File: src/sv/datediff_pkg.sv
// Package for the date difference core: payload structs, controller/datapath
// command and status structs, and the Gregorian calendar helper functions.
// No dependencies.
`default_nettype none

package datediff_pkg;

  localparam int unsigned DayW   = 5;
  localparam int unsigned MonthW = 4;
  localparam int unsigned YearW  = 12;
  localparam int unsigned CountW = 17;

  localparam logic [YearW-1:0]  YearMin  = YearW'(1900);
  localparam logic [YearW-1:0]  YearMax  = YearW'(2100);
  localparam logic [MonthW-1:0] MonthFeb = MonthW'(2);
  localparam logic [MonthW-1:0] MonthDec = MonthW'(12);

  typedef struct packed {
    logic [DayW-1:0]   start_day;
    logic [MonthW-1:0] start_month;
    logic [YearW-1:0]  start_year;
    logic [DayW-1:0]   end_day;
    logic [MonthW-1:0] end_month;
    logic [YearW-1:0]  end_year;
  } date_pair_t;

  typedef struct packed {
    logic [CountW-1:0] day_count;
    logic              date_error;
  } day_result_t;

  typedef struct packed {
    logic load;
    logic check;
    logic step;
    logic publish;
  } dp_cmd_t;

  typedef struct packed {
    logic date_err;
    logic start_lt_end;
  } dp_sts_t;

  // valid for 1900..2100 only: 1900 and 2100 are the century years that are not leap
  function automatic logic is_leap(input logic [YearW-1:0] y);
    is_leap = (y[1:0] == 2'b00) && (y != YearMin) && (y != YearMax);
  endfunction

  function automatic logic [DayW-1:0] month_len(input logic [MonthW-1:0] m,
                                                input logic [YearW-1:0] y);
    case (m)
      MonthFeb:                            month_len = is_leap(y) ? DayW'(29) : DayW'(28);
      MonthW'(4), MonthW'(6),
      MonthW'(9), MonthW'(11):             month_len = DayW'(30);
      default:                             month_len = DayW'(31);
    endcase
  endfunction

  function automatic logic date_ok(input logic [DayW-1:0] d,
                                   input logic [MonthW-1:0] m,
                                   input logic [YearW-1:0] y);
    date_ok = (y >= YearMin) && (y <= YearMax) &&
              (m >= MonthW'(1)) && (m <= MonthDec) &&
              (d >= DayW'(1)) && (d <= month_len(m, y));
  endfunction

endpackage

`default_nettype wire

File: src/sv/date_difference_in_days_core.sv
// Top level of the Gregorian date difference core: joins controller and
// datapath. Depends on datediff_pkg, datediff_ctrl, datediff_dp.
//
//   channel   ports                              payload
//   input     in_valid / in_ready / in_data      date_pair_t
//   result    out_valid / out_ready / out_data   day_result_t
//   config    cfg_wr_en / cfg_wr_data            count_end_day bit
//
// One item at a time: a load, a date check, day stepping (one day per cycle)
// until the end date is reached, then a publish. Invalid dates skip stepping.
// A stalled result holds in the output register; the next item is accepted
// meanwhile and waits to publish.
// rst_n is synchronous; it clears control state and the config bit.
`default_nettype none

module date_difference_in_days_core import datediff_pkg::*; (
  input  wire logic        clk,
  input  wire logic        rst_n,
  input  wire logic        in_valid,
  output logic             in_ready,
  input  wire date_pair_t  in_data,
  output logic             out_valid,
  input  wire logic        out_ready,
  output day_result_t      out_data,
  input  wire logic        cfg_wr_en,
  input  wire logic        cfg_wr_data
);

  dp_cmd_t cmd;
  dp_sts_t sts;

  datediff_ctrl u_ctrl (
    .clk       (clk),
    .rst_n     (rst_n),
    .in_valid  (in_valid),
    .in_ready  (in_ready),
    .out_valid (out_valid),
    .out_ready (out_ready),
    .sts       (sts),
    .cmd       (cmd)
  );

  datediff_dp u_dp (
    .clk         (clk),
    .rst_n       (rst_n),
    .in_data     (in_data),
    .cfg_wr_en   (cfg_wr_en),
    .cfg_wr_data (cfg_wr_data),
    .cmd         (cmd),
    .sts         (sts),
    .out_data    (out_data)
  );

endmodule

`default_nettype wire

File: src/sv/datediff_dp.sv
// Datapath of the date difference core: date registers, day stepper,
// step counter, end-day config bit and output payload register. Uses datediff_pkg.
`default_nettype none

module datediff_dp import datediff_pkg::*; (
  input  wire logic        clk,
  input  wire logic        rst_n,
  input  wire date_pair_t  in_data,
  input  wire logic        cfg_wr_en,
  input  wire logic        cfg_wr_data,
  input  wire dp_cmd_t     cmd,
  output dp_sts_t          sts,
  output day_result_t      out_data
);

  logic              count_end_day_r;
  logic [DayW-1:0]   cur_day_r,   cur_day_nxt;
  logic [MonthW-1:0] cur_month_r, cur_month_nxt;
  logic [YearW-1:0]  cur_year_r,  cur_year_nxt;
  logic [DayW-1:0]   end_day_r;
  logic [MonthW-1:0] end_month_r;
  logic [YearW-1:0]  end_year_r;
  logic [CountW-1:0] count_r;
  logic              err_r;
  day_result_t       out_r, out_nxt;

  always_ff @(posedge clk) begin
    if (!rst_n) begin
      count_end_day_r <= 1'b0;
    end else if (cfg_wr_en) begin
      count_end_day_r <= cfg_wr_data;
    end
  end

  assign sts.date_err = !(date_ok(cur_day_r, cur_month_r, cur_year_r) &&
                          date_ok(end_day_r, end_month_r, end_year_r));
  assign sts.start_lt_end = {cur_year_r, cur_month_r, cur_day_r} <
                            {end_year_r, end_month_r, end_day_r};

  always_comb begin
    cur_day_nxt   = cur_day_r + DayW'(1);
    cur_month_nxt = cur_month_r;
    cur_year_nxt  = cur_year_r;
    if (cur_day_r == month_len(cur_month_r, cur_year_r)) begin
      cur_day_nxt = DayW'(1);
      if (cur_month_r == MonthDec) begin
        cur_month_nxt = MonthW'(1);
        cur_year_nxt  = cur_year_r + YearW'(1);
      end else begin
        cur_month_nxt = cur_month_r + MonthW'(1);
      end
    end
  end

  always_comb begin
    out_nxt.date_error = err_r;
    out_nxt.day_count  = err_r ? '0 : count_r + CountW'(count_end_day_r);
  end

  always_ff @(posedge clk) begin
    if (cmd.load) begin
      cur_day_r   <= in_data.start_day;
      cur_month_r <= in_data.start_month;
      cur_year_r  <= in_data.start_year;
      end_day_r   <= in_data.end_day;
      end_month_r <= in_data.end_month;
      end_year_r  <= in_data.end_year;
      count_r     <= '0;
    end else if (cmd.step) begin
      cur_day_r   <= cur_day_nxt;
      cur_month_r <= cur_month_nxt;
      cur_year_r  <= cur_year_nxt;
      count_r     <= count_r + CountW'(1);
    end
    if (cmd.check) begin
      err_r <= sts.date_err;
    end
    if (cmd.publish) begin
      out_r <= out_nxt;
    end
  end

  assign out_data = out_r;

endmodule

`default_nettype wire

File: src/sv/datediff_ctrl.sv
// Controller of the date difference core: sequences load, date check,
// day stepping and output transfer. Uses datediff_pkg.
`default_nettype none

module datediff_ctrl import datediff_pkg::*; (
  input  wire logic    clk,
  input  wire logic    rst_n,
  input  wire logic    in_valid,
  output logic         in_ready,
  output logic         out_valid,
  input  wire logic    out_ready,
  input  wire dp_sts_t sts,
  output dp_cmd_t      cmd
);

  typedef enum logic [3:0] {
    ST_IDLE   = 4'b0001,
    ST_CHECK  = 4'b0010,
    ST_STEP   = 4'b0100,
    ST_FINISH = 4'b1000
  } state_t;

  state_t state_r, state_nxt;
  logic   out_valid_r, out_valid_nxt;

  assign in_ready  = (state_r == ST_IDLE);
  assign out_valid = out_valid_r;

  always_comb begin
    state_nxt   = state_r;
    cmd         = '0;
    unique case (state_r)
      ST_IDLE: begin
        if (in_valid) begin
          cmd.load  = 1'b1;
          state_nxt = ST_CHECK;
        end
      end
      ST_CHECK: begin
        cmd.check = 1'b1;
        state_nxt = sts.date_err ? ST_FINISH : ST_STEP;
      end
      ST_STEP: begin
        if (sts.start_lt_end) begin
          cmd.step = 1'b1;
        end else begin
          state_nxt = ST_FINISH;
        end
      end
      ST_FINISH: begin
        if (!out_valid_r || out_ready) begin
          cmd.publish = 1'b1;
          state_nxt   = ST_IDLE;
        end
      end
      default: state_nxt = ST_IDLE;
    endcase
  end

  always_comb begin
    out_valid_nxt = out_valid_r;
    if (cmd.publish) begin
      out_valid_nxt = 1'b1;
    end else if (out_ready) begin
      out_valid_nxt = 1'b0;
    end
  end

  always_ff @(posedge clk) begin
    if (!rst_n) begin
      state_r     <= ST_IDLE;
      out_valid_r <= 1'b0;
    end else begin
      state_r     <= state_nxt;
      out_valid_r <= out_valid_nxt;
    end
  end

  a_load_to_check: assert property (@(posedge clk) disable iff (!rst_n)
    in_valid && in_ready |=> state_r == ST_CHECK)
    else $error("accepted transfer did not enter date check");

  a_step_only_before_end: assert property (@(posedge clk) disable iff (!rst_n)
    cmd.step |-> sts.start_lt_end && state_r == ST_STEP)
    else $error("day advanced past end date");

  a_publish_sets_valid: assert property (@(posedge clk) disable iff (!rst_n)
    cmd.publish |=> out_valid_r && state_r == ST_IDLE)
    else $error("publish did not present a result");

  a_no_overwrite: assert property (@(posedge clk) disable iff (!rst_n)
    cmd.publish |-> !out_valid_r || out_ready)
    else $error("pending result overwritten");

endmodule

`default_nettype wire
File: config.mk
export PLATFORM = sky130hd
export DESIGN_NAME = date_difference_in_days_core
export DESIGN_NICKNAME = d
export VERILOG_FILES = /design/src/sv/datediff_pkg.sv /design/src/sv/date_difference_in_days_core.sv /design/src/sv/datediff_dp.sv /design/src/sv/datediff_ctrl.sv
export SDC_FILE = /design/constraint.sdc
export NUM_CORES = 1
export LEC_CHECK = 0
export BUFFER_PORTS_ARGS = -buffer_cell sky130_fd_sc_hd__buf_2
export CAP_MARGIN = 15
export CORE_AREA = 2 2 108 110
export CTS_CLUSTER_DIAMETER = 30
export DETAILED_ROUTE_END_ITERATION = 8
export DIE_AREA = 0 0 110 112
export GPL_TIMING_DRIVEN = 0
export REMOVE_ABC_BUFFERS = 1
export SYNTH_ARGS = -nofsm -noshare
export SYNTH_HDL_FRONTEND = slang
export SYNTH_SLANG_ARGS = --single-unit
File: constraint.sdc
create_clock -name clk -period 8.15 [get_ports clk]
set_input_delay 0 -clock clk [delete_from_list [all_inputs] [get_ports clk]]
set_output_delay 0 -clock clk [all_outputs]
set_load 0.005 [all_outputs]
==> impl_metrics.py, run 1 <==
metrics = {
    "status": {
        "status": "complete, no violations",
    },
    "cts": {
        "clock_latency_ns": 0.35,
        "cts_setup_buffers": 0,
        "root_buffer": "clkbuf_16",
        "cts_tree": "built",
        "path_clk_slew_ns": 0.06,
        "cts_sinks": 84,
        "cts_buffers": 9,
        "htree_levels": 3,
        "cts_buffer_depth": 2,
    },
    "critical_path": {
        "required_ns": 8.21,
        "critical_path_class": "reg -> reg",
        "r2r-end": "u_dp.cur_year_r[9]",
        "r2r_slack_ns": 4.12,
        "critPathMaxFanout": 64,
        "start_kind": "flip-flop",
        "critical_path_arrival_ns": 4.09,
        "cp-end-kind": "flip-flop",
        "timing.rr.start": "u_ctrl.state_r[3]",
        "worstRegToRegCells": 6,
    },
    "floorplanning": {
        "die_h_um": 112,
        "fp.dieArea_mm2": 0.0123,
        "coreArea_mm2": 0.0112,
        "io_pins": 68,
        "rows": 39,
        "die_w_um": 110,
        "start_util_pct": 43.7,
    },
    "pwr": {
        "swShare_pct": 27.5,
        "p_seq_share_pct": 46.8,
        "p_leak_nw": 2.36,
        "share_comb_of_total_power_pct": 16.7,
        "p_int_mw": 0.848,
        "p_sw_mw": 0.321,
        "clkPwrFrac_pct": 36.5,
        "p_per_area_mw_per_mm2": 192,
        "peakVddDrop_mv": 0.124,
        "fin_total_pwr_mw": 1.17,
    },
    "detailed_routing": {
        "firstDrtPassIters": 5,
        "wire_per_inst_um": 15.0,
        "antenna_left": 0,
        "vias": 4086,
        "drt_wl_total_um": 11300,
        "remaining_drc_errors": 0,
        "drtIter0Drc": 259,
        "via_per_inst": 5.43,
    },
    "timing": {
        "finalSetupViolations": 0,
        "layout_setup_ws_ns": 4.12,
        "finalClockSkew_ns": 0.00772,
        "max_freq_mhz": 248,
        "setup_tns_ns": 0,
        "period_minus_slack_ns": 4.03,
        "worst_pin_slew_ns": 0.971,
        "max-slew-margin-rel_pct": 35.3,
        "hold_ws_ns": 0.0142,
        "maxSlewViolCount": 0,
        "finalHoldViolCount": 0,
        "fin_crit_sh_pct": 49.5,
        "rsz0062_at_grt": "false",
    },
    "logic_synthesis": {
        "synth-seq-area-share_pct": 46.9,
        "yosys_register_bits": 84,
        "yosysTopAreaCell": "edfxtp_1",
        "syn_area_mm2": 0.00488,
        "synth.avg_cell_area_um2": 9.71,
        "synthDistinctLibCells": 50,
        "syn-instance-count": 503,
        "postSynth.asyncResetShare_pct": 0,
        "synth_top_area_share_pct": 37.5,
        "yosysWarnings": 0,
        "synth-main-ff-cell": "edfxtp_1",
        "synth_common_cells": "61 x edfxtp_1, 46 x nand2_1, 36 x ha_1, 35 x inv_1, 35 x nor2_1",
        "synthMostInstantiatedCell": "edfxtp_1",
        "ys_top_cells_by_area": "edfxtp_1 38%, dfxtp_1 9.4%, ha_1 9.2%",
        "synth_edf_count": 61,
    },
    "min_path": {
        "holdPathStages": 3,
        "holdCritStartpoint": "out_ready",
        "whs_endpoint": "u_ctrl.out_valid",
        "hp-class": "in -> reg",
    },
    "global_route": {
        "grt_overflow_total": 0,
        "grt_max_degree": 65,
        "antenna_found_initial": 0,
        "grt_util_all_layers_pct": 19.0,
        "grt_pass1_wl_um": 18400,
        "grt_pass1_vias": 3966,
    },
    "place": {
        "place_congestion": 0.851,
        "hpwl_um": 7800,
        "post-place-ws_ns": 4.07,
        "io_buffer_count": 67,
    },
    "layout": {
        "multiInputGateArea_mm2": 0.00237,
        "n_fill_cell": 1004,
        "n_antenna_cell": 0,
        "final_util_pct": 54.5,
        "area_growth_pct": 24.7,
        "drive_above_1_share_pct": 15.4,
        "seq_area_mm2": 0.00229,
        "num-nets-final": 689,
    },
    "job": {
        "max_cap_violations": 0,
    },
}
[power by group through the flow]
stage / clock (mW) / combinational [mW] / sequential, mW
2_1_floorplan: 0 / 0.124 / 0.542
3_3_place_gp: 0 / 0.166 / 0.556
3_5_place_dp: 0 / 0.178 / 0.555
4_1_cts: 0.434 / 0.196 / 0.547
5_1_grt: 0.453 / 0.222 / 0.552
6_report: 0.427 / 0.195 / 0.547
[worst max path at each step]
stage / from / endpoint
final: u_ctrl.state_r[3] / u_dp.cur_year_r[9]
after global routing: u_ctrl.state_r[3] / u_dp.cur_year_r[9]
after CTS: u_ctrl.state_r[3] / u_dp.cur_year_r[9]
after detailed placement: u_ctrl.state_r[3] / u_dp.cur_year_r[11]
after global placement: u_ctrl.state_r[3] / u_dp.cur_year_r[10]
after floorplan: u_ctrl.state_r[3] / u_dp.cur_year_r[0]
[sequential cells by signal (all words and copies together) (netlist names)]
signal and flops:
u_dp.end_month_r 4, u_ctrl.out_valid 1, u_dp.count_end_day_r 1, u_dp.cur_month_r 4, u_dp.cur_day_r 5, u_ctrl.state_r 4
u_dp.end_year_r 12, u_dp.err_r 1, u_dp.out_data 18, u_dp.count_r 17, u_dp.end_day_r 5, u_dp.cur_year_r 12
[layout by cell type, fill, tap and decap left out, types with 3 or more instances in the layout]
cell           synthesis  final
a211oi_1               3      3
a21o_1                 3      3
a21oi_1               30     30
a31oi_1                6      5
and3_1                 8      8
and4_1                 4      4
buf_2                  5     67
clkbuf_16              0      9
dfxtp_1               23     23
dlygate4sd3_1          0     44
edfxtp_1              61     61
ha_1                  36     36
inv_1                 35     35
nand2_1               46     46
nand2b_1               3      3
nand3_1               20     20
nand4_1               14     14
nor2_1                35     35
nor2b_1                9      9
nor3_1                 7      6
nor4_1                 6      6
nor4b_1                3      3
o211ai_1               6      6
o21a_1                 3      3
o21ai_0               33     33
o311ai_0               3      3
o31ai_1               16     15
or3_1                  4      4
or4_1                 14     14
xnor2_1                9      9
xor2_1                16     16
[worst max-delay path, cell delays in order, from the launching register on]
cell      delay, ns
dfxtp_1        0.35
nor4b_1        0.70
nand2_1        0.60
clkinv_2       0.82
a31oi_1        0.24
o31ai_2        0.71
buf_4          0.30
[timing repair]
item	in CTS	in global routing
hold endpoints to repair	46	0
hold buffers	44	0
gates resized for setup	0	0
[cell families (layout without fill, tap and decap cells)]
kind of cell	count (synthesis)	after routing	share of synthesized area [%]
multiplexers	2	2	0.410
adder cells (fa/ha/maj)	36	36	9.22
XOR/XNOR	25	25	4.48
AO/OA/AOI/OAI	112	112	14.1
AND/OR/NAND/NOR	185	185	20.0
flip-flops	84	84	46.9
buffers and inverters	59	166	4.84
[stage by stage]
stage | std cells | area [um2]
final | 753 | 6090
after CTS | 753 | 6090
after global routing | 753 | 6090
after floorplan | 480 | 4780
after global placement | 690 | 5300
after detailed placement | 693 | 5350
[metal layers]
metal | GRT usage, % | up-vias | share of wire [%]
li1 | - | 2062 | -
met1 | 24.7 | 1933 | 47
met2 | 31.1 | 77 | 47
met3 | 4.92 | 14 | 3.8
met4 | 5.57 | 0 | 1.4
met5 | 0 | - | 0
[layout make-up]
| cell class | count | area share, % |
|---|---|---|
| clock buffer | 13 | 4.27 |
| timing repair buffer | 114 | 13.3 |
| tap | 143 | 2.94 |
| sequential | 84 | 37.6 |
| clock inverter | 3 | 0.719 |
| multi-input combinational | 360 | 38.9 |
| inverter | 36 | 2.24 |
No activity file was read; power rests on OpenSTA's default activity.
==> run 2, diff against run 1 <==
- ABC_AREA: default -> 1
- CORE_AREA: 2 2 108 110 -> 2 2 109 111
- DIE_AREA: 0 0 110 112 -> 0 0 111 113
- clock period: 8.15 -> 4.1 ns (I/O delays scaled with it)
==> run 2 against run 1 <==
Synthesized area is 3.4% higher. Utilization is 1.4 points higher. Clock skew hardly changed. Cell count is 17% higher. Worst setup slack worse by 3.4 ns. Total power is 130% higher. Design area is 3.5% higher. Sequential share of layout area is 1.3 points lower. Combinational power grew to 3.7 times the previous value. Worst hold slack better by 0.019 ns.
==> impl_metrics.py, run 2 <==
metrics = {
    "logic_synthesis": {
        "syn-instance-count": 618,
        "postSynth.asyncResetShare_pct": 0,
        "syn_area_mm2": 0.00505,
        "synth-seq-area-share_pct": 45.4,
        "yosys_register_bits": 84,
        "synth.avg_cell_area_um2": 8.17,
        "synthMostInstantiatedCell": "nand2_1",
        "synth-main-ff-cell": "edfxtp_1",
        "ys_top_cells_by_area": "edfxtp_1 36%, nand2_1 9.3%, dfxtp_1 9.1%",
        "yosysWarnings": 0,
        "synth_edf_count": 61,
        "synth_common_cells": "125 x nand2_1, 88 x inv_1, 76 x nor2_1, 61 x edfxtp_1, 39 x o21ai_0",
        "synth_top_area_share_pct": 36.3,
        "synthDistinctLibCells": 38,
        "yosysTopAreaCell": "edfxtp_1",
    },
    "critical_path": {
        "cp-startpoint": "u_dp.cur_day_r[2]",
        "worstRegToRegCells": 10,
        "cp-end-kind": "flip-flop",
        "slowest_delay_ns": 0.77,
        "timing.rr.start": "u_dp.cur_day_r[2]",
        "slowest_stage": "nor3_2",
        "critPathMaxFanout": 22,
        "critical_path_arrival_ns": 3.39,
        "path_cells": "ha_1, nand2_1, inv_1, o21bai_1, nand3_1, nand2_1, nand3_2, nand2_1, inv_2, nor3_2",
        "required_ns": 4.07,
        "start_kind": "flip-flop",
        "r2r-end": "u_dp.cur_year_r[10]",
        "cp_common_cell": "nand2_1",
        "critical_path_class": "reg -> reg",
        "r2r_slack_ns": 0.67,
    },
    "floorplanning": {
        "fp.dieArea_mm2": 0.0125,
        "start_util_pct": 44.8,
        "rows": 39,
        "coreArea_mm2": 0.0113,
        "die_w_um": 111,
        "die_h_um": 113,
        "io_pins": 68,
    },
    "min_path": {
        "holdCritStartpoint": "in_data[33]",
        "whs_endpoint": "u_dp.cur_month_r[0]",
        "hp-class": "in -> reg",
        "holdPathStages": 3,
    },
    "global_route": {
        "grt_pass1_vias": 4113,
        "grt_overflow_total": 0,
        "use_met1_pct": 26.1,
        "grt_util_all_layers_pct": 19.1,
        "grtUsageMet3_pct": 4.02,
        "busiest_layer": "met2",
        "grt_max_degree": 37,
        "grt_pass1_wl_um": 19200,
        "antenna_found_initial": 0,
        "gr-usage-met2_pct": 29.9,
    },
    "place": {
        "hpwl_um": 8250,
        "place_congestion": 0.844,
        "post-place-ws_ns": 0.604,
        "io_buffer_count": 67,
    },
    "job": {
        "max_cap_violations": 0,
    },
    "cts": {
        "cts_buffers": 9,
        "hold_buffers": 45,
        "cts_buffer_depth": 2,
        "cts_tree": "built",
        "root_buffer": "clkbuf_16",
        "cts_resized": 0,
        "path_clk_slew_ns": 0.06,
        "cts_setup_buffers": 0,
        "htree_levels": 3,
        "clock_latency_ns": 0.35,
        "cts_sinks": 84,
    },
    "timing": {
        "maxSlewViolCount": 0,
        "max_freq_mhz": 292,
        "setup_tns_ns": 0,
        "period_minus_slack_ns": 3.43,
        "max-slew-margin-rel_pct": 31.7,
        "finalSetupViolations": 0,
        "worst_pin_slew_ns": 1.02,
        "rsz0062_at_grt": "false",
        "fin_crit_sh_pct": 83.6,
        "finalHoldViolCount": 0,
        "finalClockSkew_ns": 0.00733,
        "layout_setup_ws_ns": 0.672,
    },
    "detailed_routing": {
        "drtIter0Drc": 210,
        "remaining_drc_errors": 0,
        "via_per_inst": 4.88,
        "drt_wl_total_um": 11500,
        "firstDrtPassIters": 7,
        "vias": 4295,
        "antenna_left": 0,
        "wire_per_inst_um": 13.0,
    },
    "pwr": {
        "p_per_area_mw_per_mm2": 431,
        "peakVddDrop_mv": 0.464,
        "fin_total_pwr_mw": 2.72,
        "p_leak_nw": 2.69,
    },
    "layout": {
        "layout_commonest_cell": "nand2_1",
        "num-nets-final": 817,
        "mostFrequentLayoutCells": "125 x nand2_1, 88 x inv_1, 76 x nor2_1",
        "n_antenna_cell": 0,
        "drive_above_1_share_pct": 15.0,
        "largest_register_ffs": 18,
        "n_fill_cell": 1014,
        "area_growth_pct": 24.9,
    },
    "status": {
        "status": "complete, no violations",
    },
}
## run 2: layout make-up
class | count | area, um2 | area share (%)
multi-input cells | 426 | 2340 | 37.1
inverters | 97 | 364 | 5.77
flip-flops and latches | 84 | 2290 | 36.3
repair buffers | 115 | 821 | 13.0
well taps | 143 | 179 | 2.84
clock inverters | 2 | 13.8 | 0.218
clock buffers | 14 | 297 | 4.70
## run 2: cell families after synthesis
family / Yosys count / synth area share (%)
simple gates: 288 / 25.5
xor+xnor: 18 / 3.12
flops: 84 / 45.4
compound gates: 84 / 8.72
fa+ha+maj: 36 / 8.92
buf+inv: 108 / 8.40
## run 2: stage by stage
step	util [%]	hold slack [ns]	std cells	cell area, um2
global route	56.0	0.0669	881	6310
detailed placement	49.2	0.178	820	5550
CTS	56.0	0.0158	881	6310
floorplan	-	0.0841	607	4990
global placement	48.8	0.177	817	5510
finish	56.0	0.0330	881	6310
## run 2: worst max path at each step
stage                          endpoint  slack (ns)
floorplan            u_dp.cur_year_r[0]        1.05
global placement    u_dp.cur_year_r[11]      0.0002
detailed placement   u_dp.cur_year_r[8]        0.60
CTS                  u_dp.cur_year_r[1]        0.59
global route         u_dp.cur_year_r[2]        0.31
finish              u_dp.cur_year_r[10]        0.67
## run 2: routing by layer
| layer | share of wire (%) | up-vias |
|---|---|---|
| li1 | - | 2255 |
| met1 | 50 | 1943 |
| met2 | 45 | 82 |
| met3 | 3.5 | 15 |
| met4 | 1.9 | 0 |
| met5 | 0 | - |
## run 2: worst max-delay path, delay by kind of cell (launching register included)
family	cells	cell delay, ns
AO/OA/AOI/OAI	1	0.12
adder cells (fa/ha/maj)	1	0.34
buffers and inverters	2	0.11
flip-flops	1	0.49
AND/OR/NAND/NOR	6	1.98
## run 2: power by group
part / internal [mW] / total (mW) / switching, mW
clock: 0.502 / 0.837 / 0.335
sequential: 1.06 / 1.16 / 0.0939
combinational: 0.278 / 0.724 / 0.446
total: 1.84 / 2.72 / 0.875
==> run 3, diff against run 2 <==
- clock period: 4.1 -> 3.28 ns (I/O delays scaled with it)
==> run 3 against run 2 <==
Die area stayed put. Maximum frequency increased by 15%. Design area grew 0.42%. Sequential share of layout area decreased by 0.15 points. Largest cell class unchanged. Critical endpoint unchanged. Total power rose by 26%.
==> impl_metrics.py, run 3 (synthesis results as in run 2) <==
metrics = {
    "cts": {
        "clock_latency_ns": 0.35,
        "cts_buffers": 9,
        "cts_sinks": 84,
        "cts_buffer_depth": 2,
        "root_buffer": "clkbuf_16",
        "path_clk_slew_ns": 0.06,
        "htree_levels": 3,
        "cts_tree": "built",
    },
    "critical_path": {
        "path_depth": 11,
        "r2r-end": "u_dp.cur_year_r[10]",
        "slowest_stage": "edfxtp_1",
        "required_ns": 3.34,
        "slowest_delay_ns": 0.49,
        "cp-startpoint": "u_dp.cur_day_r[2]",
        "critical_path_class": "reg -> reg",
        "r2r_slack_ns": 0.29,
        "cp-end-kind": "flip-flop",
        "path_cells": "ha_1, nand2_1, inv_1, o21bai_1, nand3_1, nand2_1, nand3_2, nand2_1, inv_2, nor3_4, buf_12",
        "critical_path_arrival_ns": 3.05,
        "worstRegToRegCells": 11,
        "worstPathBufferInverterCount": 3,
        "timing.rr.start": "u_dp.cur_day_r[2]",
        "crit_path_end": "u_dp.cur_year_r[10]",
        "start_kind": "flip-flop",
        "critPathMaxFanout": 22,
        "crit_family": "simple AND/OR/NAND/NOR gates",
        "cp_common_cell": "nand2_1",
    },
    "floorplanning": {
        "start_util_pct": 44.8,
        "rows": 39,
        "io_pins": 68,
        "coreArea_mm2": 0.0113,
        "die_w_um": 111,
        "die_h_um": 113,
        "fp.dieArea_mm2": 0.0125,
    },
    "global_route": {
        "busiest_layer": "met2",
        "grt_pass1_wl_um": 19200,
        "grtUsageMet3_pct": 4.02,
        "use_met1_pct": 26.1,
        "gr-usage-met2_pct": 29.9,
        "grt_overflow_total": 0,
        "grt_max_degree": 37,
        "grt_util_all_layers_pct": 19.1,
        "grt_pass1_vias": 4115,
        "antenna_found_initial": 0,
    },
    "timing": {
        "rsz0062_at_grt": "false",
        "max_freq_mhz": 335,
        "layout_setup_ws_ns": 0.291,
        "finalSetupViolations": 0,
        "worst_pin_slew_ns": 0.669,
        "period_minus_slack_ns": 2.99,
        "maxSlewViolCount": 0,
        "finalHoldViolCount": 0,
        "hold_ws_ns": 0.0287,
        "fin_crit_sh_pct": 91.1,
        "finalClockSkew_ns": 0.00691,
        "max-slew-margin-rel_pct": 55.1,
        "setup_tns_ns": 0,
    },
    "place": {
        "place_congestion": 0.844,
        "io_buffer_count": 67,
        "hpwl_um": 8250,
        "post-place-ws_ns": -0.216,
        "placed_area_mm2": 0.00555,
    },
    "layout": {
        "layout_commonest_cell": "nand2_1",
        "area_growth_pct": 25.4,
        "stdcell_area_mm2": 0.00633,
        "mostFrequentLayoutCells": "125 x nand2_1, 88 x inv_1, 76 x nor2_1",
        "num-nets-final": 818,
        "largest_register_ffs": 18,
        "n_antenna_cell": 0,
        "drive_above_1_share_pct": 15.2,
    },
    "pwr": {
        "p_leak_nw": 2.70,
        "fin_total_pwr_mw": 3.41,
        "p_per_area_mw_per_mm2": 539,
        "peakVddDrop_mv": 0.583,
    },
    "min_path": {
        "hp-class": "in -> reg",
        "holdCritStartpoint": "in_data[33]",
    },
    "detailed_routing": {
        "drt_wl_total_um": 11500,
        "drtIter0Drc": 206,
        "firstDrtPassIters": 5,
        "via_per_inst": 4.90,
        "remaining_drc_errors": 0,
        "antenna_left": 0,
        "vias": 4326,
        "wire_per_inst_um": 13.0,
    },
    "job": {
        "max_cap_violations": 0,
    },
    "status": {
        "status": "complete, no violations",
    },
}
[run 3: worst min path at each step]
stage	to	slack, ns	cells past startpoint
floorplan	u_ctrl.state_r[0]	0.08	1
global placement	u_dp.end_year_r[7]	0.18	1
detailed placement	u_dp.end_day_r[1]	0.18	1
CTS	u_dp.cur_month_r[0]	0.02	3
global route	u_dp.cur_month_r[0]	0.07	3
finish	u_dp.cur_month_r[0]	0.03	3
[run 3: metal layers]
layer / wire [um] / up-vias / part of all wire [%]
met2: 5090 / 99 / 44
met4: 241 / 0 / 2.1
met3: 454 / 16 / 3.9
met1: 5720 / 1953 / 50
met5: 0 / - / 0
li1: - / 2258 / -
[run 3: what timing repair did]
action	in CTS	in global routing
endpoints found under the setup margin	12	12
buffers inserted	0	1
pin swaps	0	1
hold endpoints to repair	46	0
gates resized for setup	1	0
hold buffers	45	0
[run 3: layout make-up]
class | instances | area [um2]
clock buffers | 14 | 297
clock inverters | 2 | 13.8
fillers | 1013 | 4940
inverters | 97 | 364
multi-input cells | 426 | 2350
flip-flops and latches | 84 | 2290
well taps | 143 | 179
repair buffers | 116 | 841
[run 3: worst min-delay path, stage by stage]
cell and delay (ns):
buf_2 0.08, nor2_1 0.04, a21oi_1 0.13
[run 3: metrics by stage]
step                      instances  utilization, %
after CTS                       881            56.0
final                           882            56.2
after global placement          817            48.8
after floorplan                 607               -
after detailed placement        820            49.2
after global routing            882            56.2
[run 3: power breakdown]
| part | switching [mW] | total, mW | internal [mW] |
|---|---|---|---|
| logic | 0.565 | 0.919 | 0.353 |
| registers | 0.118 | 1.45 | 1.33 |
| clock network | 0.420 | 1.05 | 0.627 |
| total | 1.10 | 3.41 | 2.31 |
